--- config.mk ---
export PLATFORM = sky130hd
export DESIGN_NAME = display_list_coprocessor_flat
export DESIGN_NICKNAME = d
export VERILOG_FILES = /design/src/sv/dlc_pkg.sv /design/src/sv/dlc_in_if.sv /design/src/sv/dlc_out_if.sv /design/src/sv/dlc_exec.sv /design/src/sv/display_list_coprocessor.sv /design/src/flat_wrapper.sv
export VERILOG_INCLUDE_DIRS = /design/src /design/src/sv
export SDC_FILE = /design/constraint.sdc
export NUM_CORES = 1
export LEC_CHECK = 0
export ABC_AREA = 0
export BUFFER_PORTS_ARGS = -buffer_cell sky130_fd_sc_hd__buf_2
export CAP_MARGIN = 15
export CORE_UTILIZATION = 60
export CTS_BUF_LIST = sky130_fd_sc_hd__clkbuf_4 sky130_fd_sc_hd__clkbuf_8
export CTS_CLUSTER_DIAMETER = 120
export DETAILED_ROUTE_END_ITERATION = 16
export PLACE_DENSITY = 0.9
export SKIP_LAST_GASP = 1
export SYNTH_ARGS = -nofsm -noshare
export SYNTH_HDL_FRONTEND = slang
export SYNTH_SLANG_ARGS = --single-unit
--- constraint.sdc ---
create_clock -name clk -period 4.46 [get_ports clk]
set_input_delay 1.338 -clock clk [delete_from_list [all_inputs] [get_ports clk]]
set_output_delay 1.338 -clock clk [all_outputs]
set_load 0.01 [all_outputs]
--- src/sv/assert_macros.svh ---
`ifndef ASSERT_MACROS_SVH
`define ASSERT_MACROS_SVH

// Same-cycle implication, sampled on clk, off during rst.
`define DLC_ASSERT_IMP(lbl, ante, cons) \
  lbl: assert property (@(posedge clk) disable iff (rst) (ante) |-> (cons)) \
    else $error("display list coprocessor check failed");

// Next-cycle implication, sampled on clk, off during rst.
`define DLC_ASSERT_NEXT(lbl, ante, cons) \
  lbl: assert property (@(posedge clk) disable iff (rst) (ante) |=> (cons)) \
    else $error("display list coprocessor check failed");

`endif

--- src/sv/dlc_pkg.sv ---
`timescale 1ns / 1ps

package dlc_pkg;

  // Item kinds
  localparam logic [1:0] KIND_FRAME = 2'd0;
  localparam logic [1:0] KIND_LINE  = 2'd1;
  localparam logic [1:0] KIND_INSTR = 2'd2;

  // Registers decoded inside the block
  localparam logic [8:0] REG_L1_HI  = 9'h080;
  localparam logic [8:0] REG_L1_LO  = 9'h082;
  localparam logic [8:0] REG_L2_HI  = 9'h084;
  localparam logic [8:0] REG_L2_LO  = 9'h086;
  localparam logic [8:0] REG_JUMP1  = 9'h088;
  localparam logic [8:0] REG_JUMP2  = 9'h08a;
  localparam logic [8:0] REG_MASK   = 9'h1fe;

  // End-of-list marker
  localparam logic [15:0] END_FIRST  = 16'hffff;
  localparam logic [15:0] END_SECOND = 16'hfffe;

  localparam int CNT_W = 13;

  typedef struct packed {
    logic [1:0]  kind;
    logic [8:0]  line_number;
    logic [18:0] start_address;
    logic [15:0] first_word;
    logic [15:0] second_word;
  } item_t;

  typedef struct packed {
    logic        write_valid;
    logic [8:0]  write_register;
    logic [15:0] write_data;
    logic        fetch_valid;
    logic [18:0] fetch_address;
    logic        halted;
    logic [9:0]  wake_line;
  } result_t;

  // Only the low 19 bits of a list address can reach the program counter.
  typedef struct packed {
    logic [18:0]      pc;
    logic [18:0]      list_one;
    logic [18:0]      list_two;
    logic [9:0]       wake;
    logic             stopped;
    logic [8:0]       beam_line;
    logic [CNT_W-1:0] count;
    logic             running;
  } state_t;

endpackage

--- src/sv/dlc_in_if.sv ---
`timescale 1ns / 1ps

interface dlc_in_if;
  import dlc_pkg::*;

  logic        valid;
  logic        ready;
  logic [1:0]  kind;
  logic [8:0]  line_number;
  logic [18:0] start_address;
  logic [15:0] first_word;
  logic [15:0] second_word;

  modport source (
    output valid, kind, line_number, start_address, first_word, second_word,
    input  ready
  );
  modport sink (
    input  valid, kind, line_number, start_address, first_word, second_word,
    output ready
  );
endinterface

--- src/sv/dlc_out_if.sv ---
`timescale 1ns / 1ps

interface dlc_out_if;
  logic        valid;
  logic        ready;
  logic        write_valid;
  logic [8:0]  write_register;
  logic [15:0] write_data;
  logic        fetch_valid;
  logic [18:0] fetch_address;
  logic        halted;
  logic [9:0]  wake_line;

  modport source (
    output valid, write_valid, write_register, write_data, fetch_valid,
           fetch_address, halted, wake_line,
    input  ready
  );
  modport sink (
    input  valid, write_valid, write_register, write_data, fetch_valid,
           fetch_address, halted, wake_line,
    output ready
  );
endinterface

--- src/sv/dlc_exec.sv ---
`timescale 1ns / 1ps

module dlc_exec import dlc_pkg::*; #(
  parameter int CHIP_BYTES            = 524288,
  parameter int INSTRUCTIONS_PER_LINE = 4096
) (
  input  item_t   item,
  input  state_t  state,
  output state_t  state_next,
  output result_t res
);

  localparam logic [18:0]      ADDR_MASK = 19'((CHIP_BYTES - 1) & 'h7FFFF);
  localparam logic [CNT_W-1:0] CAP       = CNT_W'(INSTRUCTIONS_PER_LINE);

  logic [7:0]       target;
  logic [7:0]       mask;
  logic             reached;
  logic [9:0]       wake_base;
  logic [9:0]       wake_calc;
  logic [CNT_W-1:0] cnt_inc;
  logic [8:0]       reg_sel;
  logic             is_end;

  always_comb begin
    target    = item.first_word[15:8];
    mask      = {1'b1, item.second_word[14:8]};
    reached   = (state.beam_line[7:0] & mask) >= (target & mask);
    wake_base = {1'b0, state.beam_line[8], target};
    wake_calc = (wake_base <= {1'b0, state.beam_line}) ? wake_base + 10'h100 : wake_base;
    cnt_inc   = state.count + CNT_W'(1);
    reg_sel   = item.first_word[8:0] & REG_MASK;
    is_end    = (item.first_word == END_FIRST) && (item.second_word == END_SECOND);
  end

  always_comb begin
    state_next         = state;
    res.write_valid    = 1'b0;
    res.write_register = '0;
    res.write_data     = '0;

    case (item.kind)
      KIND_FRAME: begin
        state_next.pc        = item.start_address & ADDR_MASK;
        state_next.list_one  = '0;
        state_next.list_two  = '0;
        state_next.wake      = '0;
        state_next.stopped   = 1'b0;
        state_next.beam_line = '0;
        state_next.count     = '0;
        state_next.running   = 1'b0;
      end
      KIND_LINE: begin
        state_next.beam_line = item.line_number;
        if (!state.stopped && (state.running || {1'b0, item.line_number} >= state.wake)) begin
          state_next.running = 1'b1;
          state_next.count   = '0;
        end
      end
      KIND_INSTR: begin
        if (state.running) begin
          state_next.count = cnt_inc;
          if (!item.first_word[0]) begin
            // MOVE
            state_next.pc      = (state.pc + 19'd4) & ADDR_MASK;
            res.write_valid    = 1'b1;
            res.write_register = reg_sel;
            res.write_data     = item.second_word;
            case (reg_sel)
              REG_L1_HI: state_next.list_one[18:16] = item.second_word[2:0];
              REG_L1_LO: state_next.list_one[15:0]  = {item.second_word[15:1], 1'b0};
              REG_L2_HI: state_next.list_two[18:16] = item.second_word[2:0];
              REG_L2_LO: state_next.list_two[15:0]  = {item.second_word[15:1], 1'b0};
              REG_JUMP1: begin
                state_next.pc      = state.list_one & ADDR_MASK;
                state_next.wake    = {1'b0, state.beam_line} + 10'd1;
                state_next.running = 1'b0;
              end
              REG_JUMP2: begin
                state_next.pc      = state.list_two & ADDR_MASK;
                state_next.wake    = {1'b0, state.beam_line} + 10'd1;
                state_next.running = 1'b0;
              end
              default: ;
            endcase
          end else if (!item.second_word[0]) begin
            // WAIT
            if (is_end) begin
              state_next.stopped = 1'b1;
              state_next.running = 1'b0;
            end else if (reached) begin
              state_next.pc = (state.pc + 19'd4) & ADDR_MASK;
            end else begin
              state_next.wake    = wake_calc;
              state_next.running = 1'b0;
            end
          end else begin
            // SKIP
            state_next.pc = (state.pc + (reached ? 19'd8 : 19'd4)) & ADDR_MASK;
          end
          if (state_next.running && cnt_inc >= CAP) begin
            state_next.stopped = 1'b1;
            state_next.running = 1'b0;
          end
        end
      end
      default: ;
    endcase

    res.fetch_valid   = state_next.running;
    res.fetch_address = state_next.pc;
    res.halted        = state_next.stopped;
    res.wake_line     = state_next.wake;
  end

endmodule

--- src/sv/display_list_coprocessor.sv ---
// Path: an accepted item is held in the input register, then decoded into
// the result register once that register is empty or being drained.
// Throughput: one item per cycle while the result side keeps taking results;
// the single decode pass sets the rate. Reset (rst, synchronous, active high):
// copper halted until a frame start, all addresses, counters and wake line zero, pipeline registers empty.
`timescale 1ns / 1ps
`include "assert_macros.svh"

module display_list_coprocessor import dlc_pkg::*; #(
  parameter int CHIP_BYTES            = 524288,
  parameter int INSTRUCTIONS_PER_LINE = 4096
) (
  input logic      clk,
  input logic      rst,
  dlc_in_if.sink   item,
  dlc_out_if.source result
);

  // Input register
  logic    in_valid;
  item_t   in_item;

  // Architectural copper state
  state_t  state;
  state_t  state_next;

  // Result register
  logic    out_valid;
  result_t out_res;
  result_t res_next;

  logic    advance;

  // Move the held item into the result register whenever that register is
  // empty or is being drained this cycle.
  assign advance    = !out_valid || result.ready;
  assign item.ready = !in_valid || advance;

  dlc_exec #(
    .CHIP_BYTES            (CHIP_BYTES),
    .INSTRUCTIONS_PER_LINE (INSTRUCTIONS_PER_LINE)
  ) u_exec (
    .item       (in_item),
    .state      (state),
    .state_next (state_next),
    .res        (res_next)
  );

  // Capture a new transaction whenever the input register frees up.
  always_ff @(posedge clk) begin
    if (rst) begin
      in_valid <= 1'b0;
    end else if (item.ready) begin
      in_valid <= item.valid;
    end
  end

  always_ff @(posedge clk) begin
    if (item.ready && item.valid) begin
      in_item.kind          <= item.kind;
      in_item.line_number   <= item.line_number;
      in_item.start_address <= item.start_address;
      in_item.first_word    <= item.first_word;
      in_item.second_word   <= item.second_word;
    end
  end

  // Commit the state update in the same edge that loads the result, so the
  // next item decodes against the state this one leaves behind.
  always_ff @(posedge clk) begin
    if (rst) begin
      state.pc        <= '0;
      state.list_one  <= '0;
      state.list_two  <= '0;
      state.wake      <= '0;
      state.stopped   <= 1'b1;
      state.beam_line <= '0;
      state.count     <= '0;
      state.running   <= 1'b0;
      out_valid       <= 1'b0;
    end else if (in_valid && advance) begin
      state     <= state_next;
      out_valid <= 1'b1;
    end else if (result.ready) begin
      out_valid <= 1'b0;
    end
  end

  always_ff @(posedge clk) begin
    if (in_valid && advance) begin
      out_res <= res_next;
    end
  end

  assign result.valid          = out_valid;
  assign result.write_valid    = out_res.write_valid;
  assign result.write_register = out_res.write_register;
  assign result.write_data     = out_res.write_data;
  assign result.fetch_valid    = out_res.fetch_valid;
  assign result.fetch_address  = out_res.fetch_address;
  assign result.halted         = out_res.halted;
  assign result.wake_line      = out_res.wake_line;

  // A halted copper never executes.
  `DLC_ASSERT_IMP(a_stop_not_run, state.stopped, !state.running)
  // A held result never asks for a fetch while halted.
  `DLC_ASSERT_IMP(a_res_halt_fetch, out_valid, !(out_res.halted && out_res.fetch_valid))
  // An accepted transaction sits in the input register on the next cycle.
  `DLC_ASSERT_NEXT(a_accept_loads, item.valid && item.ready, in_valid)
  // A pending item with room downstream shows up as a result next cycle.
  `DLC_ASSERT_NEXT(a_item_drains, in_valid && advance, out_valid)

endmodule

--- src/flat_wrapper.sv ---
// flat-port wrapper written by rule: the top's interface ports become plain ports
module display_list_coprocessor_flat import dlc_pkg::*;
#(
  parameter int CHIP_BYTES            = 524288,
  parameter int INSTRUCTIONS_PER_LINE = 4096
)
  (clk, rst, item_valid, item_kind, item_line_number, item_start_address, item_first_word, item_second_word, item_ready, result_valid, result_write_valid, result_write_register, result_write_data, result_fetch_valid, result_fetch_address, result_halted, result_wake_line, result_ready);
  dlc_in_if item_i ();
  dlc_out_if result_i ();
  input logic clk;
  input logic rst;
  input wire logic [$bits(item_i.valid)-1:0] item_valid;
  input wire logic [$bits(item_i.kind)-1:0] item_kind;
  input wire logic [$bits(item_i.line_number)-1:0] item_line_number;
  input wire logic [$bits(item_i.start_address)-1:0] item_start_address;
  input wire logic [$bits(item_i.first_word)-1:0] item_first_word;
  input wire logic [$bits(item_i.second_word)-1:0] item_second_word;
  output wire logic [$bits(item_i.ready)-1:0] item_ready;
  output wire logic [$bits(result_i.valid)-1:0] result_valid;
  output wire logic [$bits(result_i.write_valid)-1:0] result_write_valid;
  output wire logic [$bits(result_i.write_register)-1:0] result_write_register;
  output wire logic [$bits(result_i.write_data)-1:0] result_write_data;
  output wire logic [$bits(result_i.fetch_valid)-1:0] result_fetch_valid;
  output wire logic [$bits(result_i.fetch_address)-1:0] result_fetch_address;
  output wire logic [$bits(result_i.halted)-1:0] result_halted;
  output wire logic [$bits(result_i.wake_line)-1:0] result_wake_line;
  input wire logic [$bits(result_i.ready)-1:0] result_ready;
  assign item_i.valid = item_valid;
  assign item_i.kind = item_kind;
  assign item_i.line_number = item_line_number;
  assign item_i.start_address = item_start_address;
  assign item_i.first_word = item_first_word;
  assign item_i.second_word = item_second_word;
  assign item_ready = item_i.ready;
  assign result_valid = result_i.valid;
  assign result_write_valid = result_i.write_valid;
  assign result_write_register = result_i.write_register;
  assign result_write_data = result_i.write_data;
  assign result_fetch_valid = result_i.fetch_valid;
  assign result_fetch_address = result_i.fetch_address;
  assign result_halted = result_i.halted;
  assign result_wake_line = result_i.wake_line;
  assign result_i.ready = result_ready;
  display_list_coprocessor #(.CHIP_BYTES(CHIP_BYTES), .INSTRUCTIONS_PER_LINE(INSTRUCTIONS_PER_LINE)) u_core (.clk(clk), .rst(rst), .item(item_i), .result(result_i));
endmodule
==> key figures, run 1 <==
Timing
  • Final hold viol count: 0
  • Max_slew headroom: between 20% and 30%
  • Final period util: between 90% and 100%
  • Worst-margin pin slew: about 1.2 ns
  • Tmin final: approximately 4.1 ns
  • Max Transition Viols Final: 0
  • Clock Skew: about 0.020 ns
  • Finish-stage setup viols: 0
  • Unrepaired setup endpoints after global routing: false
  • Fmax achieved: roughly 0.25 GHz
  • Setup WS post-layout: about 0.39 ns
  • TNS Setup: 0 ns

CTS
  • Post-cts resize count: 0
  • Hold Buf Count CTS: 0
  • Root buf cell: clkbuf_8
  • Post-CTS setup buffer count: 0
  • Clock sink count: 209
  • Skew-Pair Late Insertion Delay: 0.54 ns
  • CTS tree: yes
  • CTS Buffer Depth: 3
  • CTS Buf Count: 36
  • CTS clk-pin slew, worst paths: approximately 0.060 ns
  • CTS HTree Levels: 2

Drt
  • Vias: about 9.7k
  • Routed WL per cell: 22.2 um
  • # DRC: 0
  • Final ANT Viol Nets: 0
  • DRT iter0 DRCs: 1220
  • Via density: between 6 and 7
  • Final WL: 33100 um
  • Detailed Routing Iterations Pass 1: 6

Hold path
  • Hold path depth: 2
  • Hold endpoint: u_core.state[61]
  • Worst Hold Class: reg2reg
  • Worst Min Path Start: u_core.state[61]

GRT
  • First-pass GRT wire length: roughly 51000 um
  • Gr ovfl total: 0
  • M1 GR Usage: 47.6%
  • Largest net degree at the start of global routing: 78
  • Number of global-route vias before repair: between 9k and 10k
  • Grt peak-use layer: met2
  • Met2 Resource Use GR: 57.0%
  • GR Util met3: ~6.3%
  • GRT Overall Usage: 36.4%
  • Initial antenna violation count: 0

Die
  • Core footprint: 17400 um2
  • Row cnt: between 40 and 50
  • Die area: 18400 um2
  • Die X: roughly 140 um
  • Ports: between 100 and 150
  • Starting Density: between 60% and 70%
  • Die Ht: 136 um

Place
  • Setup WS pre-CTS: about 0.47 ns
  • Dpl cells: ~1.4k
  • Hpwl dp: ~23000 um
  • GPL Wtd Cong: roughly 1
  • I/O Buffers: between 100 and 150

Yosys
  • Syn Area/Cell: roughly 9.6 um2
  • Yosys Warn Count: 0
  • Synth Register Bits: roughly 210
  • Top-count cell post-synth: nand2_1
  • Synth unique cells: 81
  • Asr flop ratio synth: 0%
  • Sequential share of the synthesized area: between 40% and 50%
  • Post-synth top flop: edfxtp_1
  • Commonest cells in the netlist: 126 x nand2_1, 118 x edfxtp_1, 100 x a21oi_1
  • Syn Inst Count: ~1.1k
  • Synthesized area: around 11000 um2
  • Top cell type's share of synthesized area: about a third
  • Synth area leaders: edfxtp_1 33%, dfxtp_1 17%, a21oi_1 4.7%, nand2_1 4.4%, ha_1 3.6%
  • Number of synthesized flops with an enable pin: approximately 120
  • Synth Net Count: 1220
  • Top cell type by total area after synthesis: edfxtp_1

Pwr
  • P_leak: 0.00463 uW
  • Power Density: ~360 nW/um2
  • Max VDD drop: roughly 0.28 mV
  • Design Power: about 4400 uW

Finish
  • ANT cells: 0
  • NumNets Final: between 1k and 1.5k
  • Final Util: a little over two thirds
  • Multi-input gate area: between 4000 and 5000 um2
  • FF/Latch Area: between 5000 and 6000 um2
  • Fraction of layout cells with a size suffix above 1: 18.6%
  • Fill cells: 1310
  • Syn-to-layout area delta: 14.8%
  • Post-route insts no fill: approximately 1.5k

Critical path
  • WP data arrival: about 4.3 ns
  • Reg2Reg Depth: 16
  • Worst Path Required: 4.73 ns
  • WS Path Type: reg2reg
  • CP max FO: 7
  • Reg2reg end: u_core.result.fetch_address[14]
  • CP Launch Type: register
  • CP Capture Type: register
  • RR Startpoint: u_core.in_item[14]
  • Reg2reg setup slack: about 0.4 ns

Run
  • Maxcap violations: 0

Run status
  • Run status: finished, final reports clean
[logic make-up (layout without fill, tap and decap cells)]
logic type / Yosys count / after routing / share of synthesized area (%)
other: 1 / 1 / 0.0349
AO/OA/AOI/OAI: 302 / 302 / 18.4
flip-flops: 209 / 209 / 49.9
multiplexers: 27 / 27 / 2.56
adder cells (fa/ha/maj): 32 / 32 / 3.80
buffers and inverters: 114 / 260 / 4.25
XOR/XNOR: 25 / 25 / 2.04
AND/OR/NAND/NOR: 412 / 412 / 19.0
[cells in the final DEF, fill, tap and decap left out, drive strengths merged, types with 10 or more instances in the layout]
cell / synthesis / routed
nand4: 28 / 28
nor2: 74 / 74
inv: 45 / 46
a31oi: 21 / 21
nand2: 126 / 126
o21ai: 48 / 48
dfxtp: 91 / 91
xnor2: 19 / 19
nand3: 61 / 61
mux2i: 23 / 23
ha: 31 / 31
buf: 18 / 149
nor2b: 12 / 12
and2: 15 / 15
a211oi: 20 / 20
clkbuf: 50 / 57
o211ai: 13 / 13
nand2b: 10 / 10
edfxtp: 118 / 118
a21oi: 100 / 100
and3: 33 / 33
nor3: 23 / 23
[worst max-delay path by stage]
stage	slack [ns]	to	from
after floorplan	0.45	u_core.state[87]	result_ready
after global placement	0.57	u_core.result.fetch_address[14]	u_core.in_item[24]
final	0.39	u_core.result.fetch_address[14]	u_core.in_item[14]
after CTS	0.45	u_core.result.fetch_address[14]	u_core.in_item[14]
after detailed placement	0.47	u_core.result.fetch_address[14]	u_core.in_item[14]
after global routing	0.10	u_core.result.fetch_address[14]	u_core.in_item[24]
[power by group]
part	internal [uW]	total, uW	switching [uW]
Combinational	125	358	234
Sequential	2110	2180	69.0
Clock	1090	1880	787
[through the flow]
stage	instance area, um2	hold slack [ns]
detailed placement	11600	0.445
CTS	12300	0.452
global route	12300	0.470
global placement	11600	0.440
floorplan	10700	0.432
finish	12300	0.453
[state kept, by name (all words and copies together), names as in the netlist]
register	cells
u_core.result.halted	1
u_core.in_valid	1
u_core.state	89
u_core.result.wake_line	10
u_core.in_item	62
u_core.result.write_valid	1
u_core.result.write_data	16
u_core.result.fetch_valid	1
u_core.result.write_register	8
u_core.result.valid	1
u_core.result.fetch_address	19
[area by class of cell]
class	instances	area share [%]
sequential	209	43.5
multi-input combinational	799	39.9
timing repair buffer	149	6.57
clock buffer	57	5.55
tap	225	2.28
inverter	46	1.40
clock inverter	8	0.751
[layer usage]
| layer | routed length (um) | part of all wire (%) |
|---|---|---|
| met4 | 1720 | 5.2 |
| met3 | 3140 | 9.5 |
| met2 | 15300 | 46 |
| met5 | 0 | 0 |
| met1 | 12900 | 39 |
[critical path: stages (launching register included)]
cell and delay (ns):
edfxtp_1 0.50, and2_1 0.21, ha_1 0.31, and3_1 0.17, o21ai_0 0.21, and2_1 0.31, nand2_1 0.17, inv_1 0.14
ha_1 0.18, inv_1 0.06, fa_1 0.47, nor4_1 0.39, nand3_1 0.11, o21ai_0 0.11, a21oi_1 0.07, o221ai_1 0.28
a21oi_1 0.11
Note: power is estimated with default switching activity, not from simulation.
==> run 2, diff against run 1 <==
--- a/config.mk
+++ b/config.mk
@@ -13,6 +13,7 @@
 export CTS_BUF_LIST = sky130_fd_sc_hd__clkbuf_4 sky130_fd_sc_hd__clkbuf_8
 export CTS_CLUSTER_DIAMETER = 120
 export DETAILED_ROUTE_END_ITERATION = 16
+export MAX_ROUTING_LAYER = met4
 export PLACE_DENSITY = 0.9
 export SKIP_LAST_GASP = 1
 export SYNTH_ARGS = -nofsm -noshare
==> run 2 against run 1 <==
  * First-iteration DRC count fell by 7.2%
  * Via count rose by 1.8%
  * Register-to-register slack got worse by 0.06 ns
  * Count of clock-buffer cells in the layout fell by 9
  * Combinational power rose by 1%
  * Clock skew fell by 0.0029 ns
  * Design area fell by 0.82%
  * Setup slack got worse by 0.057 ns
  * Sequential share of layout area rose by 0.36 points
  * Maximum frequency fell by 1.4%
  * Sequential power barely moved
  * Critical path type unchanged
  * Critical endpoint is now u_core.result.fetch_address[12]
  * Largest power group unchanged
==> key figures, run 2 (synthesis results as in run 1) <==
Timing
  • Max Transition Viols Final: 0 (unchanged)
  • Final period util: 92.6% (+1.3 points)
  • Clock Skew: 0.0168 ns (-0.00292 ns)
  • TNS Setup: 0 ns (unchanged)
  • Fmax achieved: 0.242 GHz (-1.4%)
  • Finish-stage setup viols: 0 (unchanged)
  • Unrepaired setup endpoints after global routing: false
  • Hold_ws: 0.454 ns (+0.000913 ns)
  • Worst-margin pin slew: 1.20 ns (+0.0127 ns)
  • Final hold viol count: 0 (unchanged)
  • Tmin final: 4.13 ns (+0.0574 ns)
  • Max_slew headroom: 20.0% (-0.85 points)

Finish
  • NumNets Final: 1337 (-0.15%)
  • Max FFs per register: 89 (unchanged)
  • Post-route insts no fill: 1486 (-0.47%)
  • Syn-to-layout area delta: 13.9%
  • Most common cell after layout, fill and taps aside: nand2_1
  • ANT cells: 0 (unchanged)
  • Fraction of layout cells with a size suffix above 1: 17.8% (-0.85 points)
  • Commonest non-fill, non-tap cells in the layout: 126 x nand2_1, 123 x buf_2, 118 x edfxtp_1, 100 x a21oi_1, 91 x dfxtp_1
  • Final Instance Area: 12200 um2 (-0.82%)
  • Biggest register: u_core.state

CTS
  • CTS Buffer Depth: 3 (unchanged)
  • CTS HTree Levels: 2 (unchanged)
  • CTS tree: yes
  • Clock sink count: 209 (unchanged)
  • Post-cts resize count: 0 (unchanged)
  • Skew-Pair Late Insertion Delay: 0.52 ns (-0.02 ns)
  • Root buf cell: clkbuf_8
  • CTS Buf Count: 35 (-2.8%)
  • Post-CTS setup buffer count: 0 (unchanged)
  • Hold Buf Count CTS: 0 (unchanged)
  • CTS clk-pin slew, worst paths: 0.06 ns (about the same)

Drt
  • DRT iter0 DRCs: 1132 (-7.2%)
  • Via density: 6.67 (+2.3%)
  • Final WL: 33500 um (+1.1%)
  • Detailed Routing Iterations Pass 1: 8 (+2)
  • Vias: 9909 (+1.8%)
  • Final ANT Viol Nets: 0 (unchanged)
  • # DRC: 0 (unchanged)
  • Routed WL per cell: 22.5 um (+1.6%)

GRT
  • GR Util met3: 6.21% (-0.075 points)
  • Initial antenna violation count: 0 (unchanged)
  • Number of global-route vias before repair: 9446 (+0.83%)
  • Gr ovfl total: 0 (unchanged)
  • M1 GR Usage: 48.0% (+0.40 points)
  • First-pass GRT wire length: 51200 um (+0.79%)
  • Largest net degree at the start of global routing: 78 (unchanged)
  • GRT Overall Usage: 37.9% (+1.5 points)
  • Met2 Resource Use GR: 58.0% (+0.99 points)
  • Grt peak-use layer: met2

Die
  • Core footprint: 17400 um2 (unchanged)
  • Row cnt: 48 (unchanged)
  • Die Ht: 136 um (unchanged)
  • Starting Density: 61.7% (unchanged)
  • Die area: 18400 um2 (unchanged)
  • Ports: 125 (unchanged)
  • Die X: 136 um (unchanged)

Critical path
  • Slowest cell on the critical path: a2111oi_1
  • Crit path buffers/inverters: 2 (unchanged)
  • CP max FO: 7 (unchanged)
  • CP Launch Type: register
  • Cell family contributing the most delay on the critical path: compound AO/OA/AOI/OAI gates
  • Reg2Reg Depth: 15 (-1)
  • Worst Path Required: 4.83 ns (+0.10 ns)
  • WS Path Type: reg2reg
  • WP data arrival: 4.50 ns (+0.16 ns)
  • Crit path depth: 15 (-1)
  • Critical path's largest stage delay: 0.52 ns (+0.02 ns)
  • CP Capture Type: register
  • CP Cell Sequence: and2_1 > ha_1 > nand2b_1 > a211o_1 > nand3_1 > nand2_1 > inv_1 > ha_1 > inv_1 > fa_1 > o21ai_0 > a21oi_1 > a2111oi_1 > o21ai_0 > a21oi_1

Run
  • Maxcap violations: 0 (unchanged)

Hold path
  • Hold path depth: 2 (unchanged)
  • Worst Hold Class: reg2reg

Pwr
  • Max VDD drop: 0.263 mV (-6.8%)
  • P_leak: 0.00455 uW (-1.6%)
  • Power Density: 347 nW/um2 (-3.0%)

Place
  • Dpl cells: 1427 (-0.070%)
  • DP Area: 11500 um2 (about the same)
  • I/O Buffers: 123 (unchanged)
  • Hpwl dp: 23100 um (-0.34%)
  • GPL Wtd Cong: 1.03 (+2.4%)

Run status
  • Run status: finished, final reports clean
-- run 2: routing by layer --
metal  vias to the layer above  share of wire [%]
met5                         -                  0
met1                      4674                 39
met3                       139                 10
met4                         0                4.7
met2                       683                 46
li1                       4413                  -
-- run 2: power breakdown --
group	internal, uW	total [uW]	switching, uW
registers	2110	2180	67.8
logic	125	362	237
clock network	953	1710	754
-- run 2: metrics by stage --
step                      setup slack (ns)  utilization [%]  total power (uW)
final                                0.332             70.2              4250
after global routing                0.0466             70.2              4370
after floorplan                      0.451                -              2410
after detailed placement             0.385             66.3              2570
after CTS                            0.352             70.2              4250
after global placement               0.561             66.3              2560
-- run 2: cell type report --
class	count	area, um2
clock buffers	48	579
clock inverters	11	101
fillers	1304	5180
inverters	46	173
multi-input cells	799	4930
flip-flops and latches	209	5370
well taps	225	282
repair buffers	148	803
-- run 2: worst reg2reg max path, cell delays in order (launching register included) --
cell and delay (ns):
edfxtp_1 0.49, and2_1 0.22, ha_1 0.27, nand2b_1 0.14
a211o_1 0.33, nand3_1 0.27, nand2_1 0.19, inv_1 0.14
ha_1 0.19, inv_1 0.06, fa_1 0.47, o21ai_0 0.25
a21oi_1 0.10, a2111oi_1 0.52, o21ai_0 0.18, a21oi_1 0.17
-- run 2: path summary, 6_finish.rpt --
kind	startpoint	to	slack [ns]
setup / recovery	u_core.in_item[8]	u_core.result.fetch_address[12]	0.33
hold / removal	u_core.state[68]	u_core.state[68]	0.45
setup reg to reg	u_core.in_item[8]	u_core.result.fetch_address[12]	0.33
hold reg to reg	u_core.state[68]	u_core.state[68]	0.45
